--- src/sv/snst_pkg.sv ---
// shared types, constants and helpers of the sounding-note slot table
package snst_pkg;

  localparam int SLOTS  = 16;
  localparam int PARTS  = 16;
  localparam int IDX_W  = (SLOTS > 1) ? $clog2(SLOTS) : 1;
  localparam int TICK_W = 40;

  typedef enum logic [1:0] {
    ACT_START   = 2'd0,
    ACT_RELEASE = 2'd1,
    ACT_FLUSH   = 2'd2
  } action_t;

  typedef enum logic {
    KIND_ON  = 1'b0,
    KIND_OFF = 1'b1
  } kind_t;

  typedef enum logic [1:0] {
    ST_IDLE,
    ST_SCAN,
    ST_PLACE,
    ST_DRAIN
  } state_t;

  typedef struct packed {
    logic [8:0] clip;
    logic       post_fx;
    logic [6:0] note;
    logic [4:0] channel;
    logic [5:0] part;
  } voice_t;

  typedef struct packed {
    logic [1:0]        action;
    voice_t            voice;
    logic [6:0]        velocity;
    logic [TICK_W-1:0] release_time;
    logic [11:0]       sample_offset;
    logic [TICK_W-1:0] block_start;
    logic [TICK_W-1:0] block_end;
  } item_t;

  typedef struct packed {
    logic              active;
    voice_t            voice;
    logic [TICK_W-1:0] rel;
  } entry_t;

  typedef struct packed {
    kind_t             kind;
    logic [5:0]        part;
    logic              post_fx;
    logic [4:0]        channel;
    logic [6:0]        note;
    logic [6:0]        velocity;
    logic [11:0]       offset;
    logic [TICK_W-1:0] tick;
  } msg_t;

  typedef struct packed {
    logic gen;
    logic clear;
    msg_t msg;
  } eval_t;

  // true when the part number addresses an existing part
  function automatic logic part_ok(input logic [5:0] p);
    return {1'b0, p} < 7'(PARTS);
  endfunction

endpackage

--- src/sv/snst_slot_store.sv ---
// slot table storage: active flags, voices and release ticks
module snst_slot_store (
  input  logic                       clk,
  input  logic                       rst,
  input  logic [snst_pkg::IDX_W-1:0] rd_idx,
  input  logic                       clr_en,
  input  logic                       wr_en,
  input  logic [snst_pkg::IDX_W-1:0] wr_idx,
  input  snst_pkg::voice_t           wr_voice,
  input  logic [snst_pkg::TICK_W-1:0] wr_rel,
  output snst_pkg::entry_t           entry
);

  logic                        active [snst_pkg::SLOTS];
  snst_pkg::voice_t            voice_mem [snst_pkg::SLOTS];
  logic [snst_pkg::TICK_W-1:0] rel_mem [snst_pkg::SLOTS];

  always_ff @(posedge clk) begin
    if (rst) begin
      for (int i = 0; i < snst_pkg::SLOTS; i++) begin
        active[i] <= 1'b0;
      end
    end else begin
      if (clr_en) begin
        active[rd_idx] <= 1'b0;
      end
      if (wr_en) begin
        active[wr_idx] <= 1'b1;
      end
    end
  end

  always_ff @(posedge clk) begin
    if (wr_en) begin
      voice_mem[wr_idx] <= wr_voice;
      rel_mem[wr_idx]   <= wr_rel;
    end
  end

  assign entry.active = active[rd_idx];
  assign entry.voice  = voice_mem[rd_idx];
  assign entry.rel    = rel_mem[rd_idx];

endmodule

--- src/sv/snst_slot_eval.sv ---
// shared slot check: match, due-time compare, clamp and message build
module snst_slot_eval (
  input  snst_pkg::item_t  item,
  input  snst_pkg::entry_t entry,
  output snst_pkg::eval_t  res
);

  logic hit;
  logic due;
  logic early;

  assign hit = entry.active
            && entry.voice.part    == item.voice.part
            && entry.voice.channel == item.voice.channel
            && entry.voice.note    == item.voice.note
            && entry.voice.post_fx == item.voice.post_fx;
  assign due   = entry.rel < item.block_end;
  assign early = entry.rel < item.block_start;

  always_comb begin
    res.gen          = 1'b0;
    res.clear        = 1'b0;
    res.msg.kind     = snst_pkg::KIND_OFF;
    res.msg.part     = entry.voice.part;
    res.msg.post_fx  = entry.voice.post_fx;
    res.msg.channel  = entry.voice.channel;
    res.msg.note     = entry.voice.note;
    res.msg.velocity = '0;
    res.msg.offset   = item.sample_offset;
    res.msg.tick     = '0;
    unique case (item.action)
      snst_pkg::ACT_START: begin
        res.clear = hit;
        res.gen   = hit;
      end
      snst_pkg::ACT_RELEASE: begin
        res.clear      = entry.active && due;
        res.gen        = entry.active && due && snst_pkg::part_ok(entry.voice.part);
        res.msg.offset = '0;
        res.msg.tick   = early ? item.block_start : entry.rel;
      end
      snst_pkg::ACT_FLUSH: begin
        res.clear = entry.active && (item.voice.clip[8] || entry.voice.clip == item.voice.clip);
        res.gen   = res.clear && snst_pkg::part_ok(entry.voice.part);
      end
      default: begin
        res.clear = 1'b0;
      end
    endcase
  end

endmodule

--- src/sv/sounding_note_slot_table_top.sv ---
// sounding-note slot table: sequencer, message hold stage and output register
// sequence: one slot checked per cycle over all SLOTS (16) unless a message waits on a full output
//   register, then a place step for a start, then a closing drain step that sends the held message as the last
// a new item is taken only in idle, after the previous item has left the drain step; an unused
//   action or a start on a missing part gives no message and the sequencer stays idle
// a single table check unit serves every slot in turn
// reset: rst (synchronous) clears every slot's active flag and both valid stages
module sounding_note_slot_table_top (
  input  logic                        clk,
  input  logic                        rst,
  input  logic                        in_valid,
  output logic                        in_ready,
  input  logic [1:0]                  action,
  input  logic [5:0]                  part,
  input  logic signed [8:0]           clip,
  input  logic [4:0]                  channel,
  input  logic [6:0]                  note_number,
  input  logic [6:0]                  velocity,
  input  logic [snst_pkg::TICK_W-1:0] release_time,
  input  logic [11:0]                 sample_offset,
  input  logic                        post_fx,
  input  logic [snst_pkg::TICK_W-1:0] block_start,
  input  logic [snst_pkg::TICK_W-1:0] block_end,
  output logic                        out_valid,
  input  logic                        out_ready,
  output logic                        message_kind,
  output logic [5:0]                  out_part,
  output logic                        out_post_fx,
  output logic [4:0]                  out_channel,
  output logic [6:0]                  out_note,
  output logic [6:0]                  out_velocity,
  output logic [11:0]                 out_offset,
  output logic [snst_pkg::TICK_W-1:0] out_time,
  output logic                        last
);

  localparam logic [snst_pkg::IDX_W-1:0] LastIdx = snst_pkg::IDX_W'(snst_pkg::SLOTS - 1);

  snst_pkg::state_t            state, state_next;
  snst_pkg::item_t             item, item_next;
  logic [snst_pkg::IDX_W-1:0]  idx, idx_next;
  logic [snst_pkg::IDX_W-1:0]  free_idx, free_idx_next;
  logic                        found_free, found_free_next;
  logic                        hold_valid, hold_valid_next;
  snst_pkg::msg_t              hold_msg, hold_msg_next;
  logic                        out_valid_next;
  snst_pkg::msg_t              out_msg, out_msg_next;
  logic                        out_last, out_last_next;

  logic                        push;
  logic                        push_last;
  logic                        can_push;
  logic                        clr_en;
  logic                        wr_en;
  snst_pkg::entry_t            entry;
  snst_pkg::eval_t             ev;
  snst_pkg::msg_t              on_msg;

  snst_slot_store u_store (
    .clk      (clk),
    .rst      (rst),
    .rd_idx   (idx),
    .clr_en   (clr_en),
    .wr_en    (wr_en),
    .wr_idx   (free_idx),
    .wr_voice (item.voice),
    .wr_rel   (item.release_time),
    .entry    (entry)
  );

  // one slot checked per scan cycle, unless a second message meets a full output register
  snst_slot_eval u_eval (
    .item  (item),
    .entry (entry),
    .res   (ev)
  );

  // note-on for the placed note
  always_comb begin
    on_msg.kind     = snst_pkg::KIND_ON;
    on_msg.part     = item.voice.part;
    on_msg.post_fx  = item.voice.post_fx;
    on_msg.channel  = item.voice.channel;
    on_msg.note     = item.voice.note;
    on_msg.velocity = item.velocity;
    on_msg.offset   = item.sample_offset;
    on_msg.tick     = '0;
  end

  // the hold stage keeps the newest message until we know whether it is the last
  assign can_push = !out_valid || out_ready;

  always_comb begin
    state_next      = state;
    item_next       = item;
    idx_next        = idx;
    free_idx_next   = free_idx;
    found_free_next = found_free;
    hold_valid_next = hold_valid;
    hold_msg_next   = hold_msg;
    push            = 1'b0;
    push_last       = 1'b0;
    clr_en          = 1'b0;
    wr_en           = 1'b0;
    in_ready        = 1'b0;
    unique case (state)
      snst_pkg::ST_IDLE: begin
        in_ready = 1'b1;
        if (in_valid) begin
          item_next.action        = action;
          item_next.voice.clip    = clip;
          item_next.voice.post_fx = post_fx;
          item_next.voice.note    = note_number;
          item_next.voice.channel = channel;
          item_next.voice.part    = part;
          item_next.velocity      = velocity;
          item_next.release_time  = release_time;
          item_next.sample_offset = sample_offset;
          item_next.block_start   = block_start;
          item_next.block_end     = block_end;
          idx_next        = '0;
          found_free_next = 1'b0;
          hold_valid_next = 1'b0;
          // start on a missing part and the unused action give nothing
          if ((action == snst_pkg::ACT_START && snst_pkg::part_ok(part))
              || action == snst_pkg::ACT_RELEASE || action == snst_pkg::ACT_FLUSH) begin
            state_next = snst_pkg::ST_SCAN;
          end
        end
      end
      snst_pkg::ST_SCAN: begin
        // wait only when a second message meets a full output register
        if (!(ev.gen && hold_valid && !can_push)) begin
          clr_en = ev.clear;
          if (ev.gen) begin
            push            = hold_valid;
            hold_msg_next   = ev.msg;
            hold_valid_next = 1'b1;
          end
          // lowest slot free once the retrigger check is done
          if (item.action == snst_pkg::ACT_START && !found_free
              && (!entry.active || ev.clear)) begin
            found_free_next = 1'b1;
            free_idx_next   = idx;
          end
          if (idx == LastIdx) begin
            state_next = (item.action == snst_pkg::ACT_START) ? snst_pkg::ST_PLACE
                                                             : snst_pkg::ST_DRAIN;
          end else begin
            idx_next = idx + 1'b1;
          end
        end
      end
      snst_pkg::ST_PLACE: begin
        if (!found_free) begin
          // table full: note dropped
          state_next = snst_pkg::ST_DRAIN;
        end else if (!(hold_valid && !can_push)) begin
          push            = hold_valid;
          hold_msg_next   = on_msg;
          hold_valid_next = 1'b1;
          wr_en           = 1'b1;
          state_next      = snst_pkg::ST_DRAIN;
        end
      end
      snst_pkg::ST_DRAIN: begin
        if (!hold_valid) begin
          state_next = snst_pkg::ST_IDLE;
        end else if (can_push) begin
          push            = 1'b1;
          push_last       = 1'b1;
          hold_valid_next = 1'b0;
          state_next      = snst_pkg::ST_IDLE;
        end
      end
      default: begin
        state_next = snst_pkg::ST_IDLE;
      end
    endcase
  end

  // output register, refilled as soon as the current transfer completes
  always_comb begin
    out_valid_next = out_valid;
    out_msg_next   = out_msg;
    out_last_next  = out_last;
    if (push) begin
      out_valid_next = 1'b1;
      out_msg_next   = hold_msg;
      out_last_next  = push_last;
    end else if (out_ready) begin
      out_valid_next = 1'b0;
    end
  end

  always_ff @(posedge clk) begin
    if (rst) begin
      state      <= snst_pkg::ST_IDLE;
      hold_valid <= 1'b0;
      out_valid  <= 1'b0;
      found_free <= 1'b0;
      idx        <= '0;
    end else begin
      state      <= state_next;
      hold_valid <= hold_valid_next;
      out_valid  <= out_valid_next;
      found_free <= found_free_next;
      idx        <= idx_next;
    end
  end

  always_ff @(posedge clk) begin
    item     <= item_next;
    free_idx <= free_idx_next;
    hold_msg <= hold_msg_next;
    out_msg  <= out_msg_next;
    out_last <= out_last_next;
  end

  assign message_kind = out_msg.kind;
  assign out_part     = out_msg.part;
  assign out_post_fx  = out_msg.post_fx;
  assign out_channel  = out_msg.channel;
  assign out_note     = out_msg.note;
  assign out_velocity = out_msg.velocity;
  assign out_offset   = out_msg.offset;
  assign out_time     = out_msg.tick;
  assign last         = out_last;

  // nothing is held over between items
  a_idle_empty: assert property (@(posedge clk) disable iff (rst)
    state == snst_pkg::ST_IDLE |-> !hold_valid)
    else $error("held message left in idle");

  // a message never overwrites one that has not been taken
  a_no_overwrite: assert property (@(posedge clk) disable iff (rst)
    push |-> (!out_valid || out_ready))
    else $error("output register overwritten");

  // only a start item places a note
  a_place_start: assert property (@(posedge clk) disable iff (rst)
    state == snst_pkg::ST_PLACE |-> item.action == snst_pkg::ACT_START)
    else $error("place step on a non-start item");

  // a final message leaves the sequencer idle
  a_last_idle: assert property (@(posedge clk) disable iff (rst)
    (push && push_last) |=> state == snst_pkg::ST_IDLE && out_valid && last)
    else $error("final message without return to idle");

endmodule
--- config.mk ---
export PLATFORM = sky130hd
export DESIGN_NAME = sounding_note_slot_table_top
export DESIGN_NICKNAME = d
export VERILOG_FILES = /design/src/sv/snst_pkg.sv /design/src/sv/snst_slot_store.sv /design/src/sv/snst_slot_eval.sv /design/src/sv/sounding_note_slot_table_top.sv
export SDC_FILE = /design/constraint.sdc
export NUM_CORES = 1
export LEC_CHECK = 0
export BUFFER_PORTS_ARGS = -buffer_cell sky130_fd_sc_hd__buf_4
export CORE_MARGIN = 10
export CORE_UTILIZATION = 50
export DETAILED_ROUTE_END_ITERATION = 10
export GPL_TIMING_DRIVEN = 0
export PLACE_DENSITY = 0.74
export SLEW_MARGIN = 20
export SYNTH_ARGS = -nofsm -noshare
export SYNTH_HDL_FRONTEND = slang
export SYNTH_SLANG_ARGS = --single-unit
--- constraint.sdc ---
create_clock -name clk -period 23.2 [get_ports clk]
set_clock_uncertainty 0.15 [all_clocks]
set_input_delay 2.32 -clock clk [delete_from_list [all_inputs] [get_ports clk]]
set_output_delay 2.32 -clock clk [all_outputs]
set_load 0.01 [all_outputs]
==> flow_summary.ini <==
[grt]
grtUsageTotal_pct = 22.9
gr-total-overflow = 0
grt_pass1_wl_mm = 212
via_count_of_the_first_global_routing_pass = 30900
grt_start_max_net_pins = 49
grt_antenna_before_repair = 2

[job]
max-cap-violations = 0

[detailed_routing]
wl_per_cell_microns = 29.7
final_antenna_net_count = 0
routed-via-count = 30400
drt_wl_total_mm = 147
route.detailed.drc = 0
drtPass1Iterations = 6
initial_detailed_routing_violation_count = 3855
detail_route.vias_per_cell = 6.15

[hold_path]
hp-class = reg2reg
min_from = hold_msg[37]$_SDFFCE_PP0P_

[setup_path]
worst_ep_arrival_time_ns = 11.82
critPathSlowestCell = sky130_fd_sc_hd__a2111oi_1
worst-endpoint-required_ns = 23.52
worst-path-max-fanout = 10
max_stage_delay_on_crit_path_ns = 0.84
cp-end-kind = flop
path_delay_family = buffers and inverters
startpoint_type = flop
critical_path_class = reg2reg
cpMostUsedCell = sky130_fd_sc_hd__buf_2
critPathBufInv = 17

[sta]
fmaxAchievable_mhz = 87.0
timing.final.hold_violations = 0
min_period_ns = 11.50
setup_viol = 0
maxSlewViolCount = 0
grt_setup_unrepaired = false
worst-slew-pin-transition_ns = 1.19
hold_ws_ns = 0.264
summed_negative_setup_slack_over_all_endpoints_ns = 0
worst_slack_ns = 11.70
timing.slew.headroom_pct = 20.6
final_cycle_utilization_of_the_critical_path_pct = 49.6

[clocking]
level_count_of_the_clock_h_tree = 4
clk_path_buf_depth = 3
postCtsHoldBufs = 0
clk_root_buffer_cell = sky130_fd_sc_hd__clkbuf_16
cts.sink_count = 1449
cts.reportedPaths.clkPinSlew_ns = 0.06
postCtsResizedCells = 0
post-cts-setup-buffers = 0
clock_insertion_delay_at_the_later_pin_of_the_skew_report_ns = 0.76
tritoncts = done
cts_made_buffers = 148

[layout]
diodes = 0
area_occupied_by_multi_input_gates_sq_um = 12700
nets = 3600
share_of_post_route_cells_with_drive_strength_above_1_pct = 27.8
areaGrowthSynthToFinish_pct = 18.1
final_util_pct = 59.6
final.fill_count = 7849
final-seq-area_sq_um = 43400

[synth]
netlist_instances = 2815
synth_simple_gate_area_share_pct = 3.25
synth.yosys.seq_area_share_pct = 76.2
top_area_cell_type_share_of_the_netlist_area_pct = 75.8
syn_avg_cell_area_sq_um = 20.2
ys_async_sr_fraction_pct = 0
synth.largest_area_cell = sky130_fd_sc_hd__edfxtp_1
synth_enable_flop_cells = 1436
synth_cell_types = 71
synth-compound-area-share_pct = 2.69
yosys_warnings = 0
synth_xor_xnor_area_share_pct = 0.616
postSynthRegisterBits = 1449
synthFlopType = sky130_fd_sc_hd__edfxtp_1
synth_mux_area_share_pct = 13.7
dominant_combinational_cell_family_by_area_after_synthesis = multiplexers
synthesis.area_sq_um = 56900
yosys.area_share.adder_pct = 1.91
synth_fp_nets = 3075
synth_top_cells_by_area = sky130_fd_sc_hd__edfxtp_1, sky130_fd_sc_hd__mux4_2, sky130_fd_sc_hd__mux2i_1, sky130_fd_sc_hd__ha_1, sky130_fd_sc_hd__nand2_1

[pwr]
power-per-cell-area_nw_per_um2 = 103
p_leak_nw = 22.3
post-layout-total-power_mw = 6.95
irDropWorstVdd_mv = 0.0738

[status]
run_status = completed

[placement]
routabilityCongestion = 0.875
pre_cts_ws_ns = 11.43
io_buffer_count = 254
detailed_place_hpwl_mm = 99.1

[floorplan]
die_height_microns = 357
die_x_microns = 357
floorplan.rows = 123
boundaryPins = 255
coreArea_sq_um = 113000
start_util_pct = 50.5
floorplan.die_area_sq_um = 128000
power by group:
part           internal (mW)  total (mW)  switching [mW]
registers               3.19        3.36           0.177
clock network           1.30        2.28           0.985
logic                  0.544        1.31           0.763
total                   5.03        6.95            1.93
kinds of logic after synthesis:
group                    count (synthesis)
buffers and inverters                  214
AND/OR/NAND/NOR                        375
adder cells (fa/ha/maj)                 87
XOR/XNOR                                40
multiplexers                           429
AO/OA/AOI/OAI                          221
flip-flops                            1449
synthesized netlist by cell type, types with 5 or more instances:
cell,n
sky130_fd_sc_hd__buf_6,12
sky130_fd_sc_hd__ha_1,87
sky130_fd_sc_hd__inv_1,93
sky130_fd_sc_hd__buf_2,24
sky130_fd_sc_hd__nor2_1,95
sky130_fd_sc_hd__nand4_1,17
sky130_fd_sc_hd__a21o_1,16
sky130_fd_sc_hd__a22oi_1,11
sky130_fd_sc_hd__mux2i_1,124
sky130_fd_sc_hd__a31oi_1,7
sky130_fd_sc_hd__o21a_1,6
sky130_fd_sc_hd__o21ai_0,41
sky130_fd_sc_hd__a21oi_1,42
sky130_fd_sc_hd__o22ai_1,12
sky130_fd_sc_hd__nor4_1,16
sky130_fd_sc_hd__or3_1,5
sky130_fd_sc_hd__nand2b_1,13
sky130_fd_sc_hd__and2_1,42
sky130_fd_sc_hd__a221oi_1,11
sky130_fd_sc_hd__nand3_1,17
sky130_fd_sc_hd__a22o_1,10
sky130_fd_sc_hd__nor2b_1,18
sky130_fd_sc_hd__nand2_1,96
sky130_fd_sc_hd__clkbuf_1,58
sky130_fd_sc_hd__mux2_2,28
sky130_fd_sc_hd__xnor2_1,29
sky130_fd_sc_hd__dfxtp_1,13
sky130_fd_sc_hd__a311oi_1,5
sky130_fd_sc_hd__xor2_1,11
sky130_fd_sc_hd__edfxtp_1,1436
sky130_fd_sc_hd__nor3_1,28
sky130_fd_sc_hd__a211oi_1,17
sky130_fd_sc_hd__o211ai_1,14
sky130_fd_sc_hd__buf_1,19
sky130_fd_sc_hd__and3_1,6
sky130_fd_sc_hd__mux4_2,276
final timing paths:
| kind | to | slack, ns | depth (start not counted) |
|---|---|---|---|
| setup / recovery | out_time[17]$_DFFE_PP_ | 11.70 | 28 |
| hold / removal | out_time[37]$_DFFE_PP_ | 0.26 | 0 |
| setup reg to reg | out_time[17]$_DFFE_PP_ | 11.70 | 28 |
| hold reg to reg | out_time[37]$_DFFE_PP_ | 0.26 | 0 |
flip-flops by register name, indices dropped and copies added, names as in the netlist, 2 cells and up, named ones only:
signal / flops
out_note: 7
u_store.rel_mem: 640
out_time: 40
out_part: 6
out_offset: 12
item: 169
u_store.voice_mem: 448
out_channel: 5
free_idx: 4
out_velocity: 7
hold_msg: 79
state: 2
idx: 4
u_store.active: 16
per-layer routing:
metal	track usage, %	wire length [microns]	vias up
li1	-	-	12500
met1	30.4	54600	15600
met2	36.7	71000	2002
met3	5.28	15900	342
met4	9.05	5810	2
met5	0	13	-
worst reg2reg max path, delay by kind of cell (launching register included):
kind | cells | cell delay [ns]
buf+inv | 17 | 5.55
compound gates | 4 | 1.88
simple gates | 4 | 1.81
mux | 2 | 1.16
fa+ha+maj | 1 | 0.35
flops | 1 | 0.32
cell usage in the layout (no fill, tap or decap), types with 13 or more instances in the layout:
cell and count:
sky130_fd_sc_hd__clkinv_2 15, sky130_fd_sc_hd__xnor2_1 29, sky130_fd_sc_hd__buf_4 296, sky130_fd_sc_hd__clkinv_1 36, sky130_fd_sc_hd__buf_16 20, sky130_fd_sc_hd__buf_6 30
sky130_fd_sc_hd__a211oi_1 16, sky130_fd_sc_hd__clkbuf_2 14, sky130_fd_sc_hd__mux2i_1 124, sky130_fd_sc_hd__buf_2 34, sky130_fd_sc_hd__mux4_2 276, sky130_fd_sc_hd__nand4_1 17
sky130_fd_sc_hd__a21oi_1 42, sky130_fd_sc_hd__dfxtp_1 13, sky130_fd_sc_hd__nand2b_1 13, sky130_fd_sc_hd__buf_12 32, sky130_fd_sc_hd__inv_1 93, sky130_fd_sc_hd__and2_1 41
sky130_fd_sc_hd__nand3_1 17, sky130_fd_sc_hd__clkbuf_1 86, sky130_fd_sc_hd__o21ai_0 40, sky130_fd_sc_hd__nand2_1 96, sky130_fd_sc_hd__a21o_1 16, sky130_fd_sc_hd__nor3_1 24
sky130_fd_sc_hd__edfxtp_1 1436, sky130_fd_sc_hd__nor4_1 14, sky130_fd_sc_hd__clkbuf_16 152, sky130_fd_sc_hd__ha_1 87, sky130_fd_sc_hd__mux2_2 28, sky130_fd_sc_hd__o211ai_1 14
sky130_fd_sc_hd__nor2b_1 18, sky130_fd_sc_hd__nor2_1 83
layout make-up:
type	count	share of cell area, %
sequential	1449	64.5
multi-input combinational	1152	19.0
clock buffer	188	5.89
timing repair buffer	375	5.47
tap	1500	2.79
clock inverter	73	0.945
buffer	116	0.865
inverter	98	0.547
through the flow:
stage                     cells  instance area, sq um
after global routing       4951                 67200
final                      4951                 67200
after global placement     4569                 60700
after floorplan            2815                 56900
after detailed placement   4690                 62600
after CTS                  4951                 67200
Note: power is estimated with default switching activity, not from simulation.
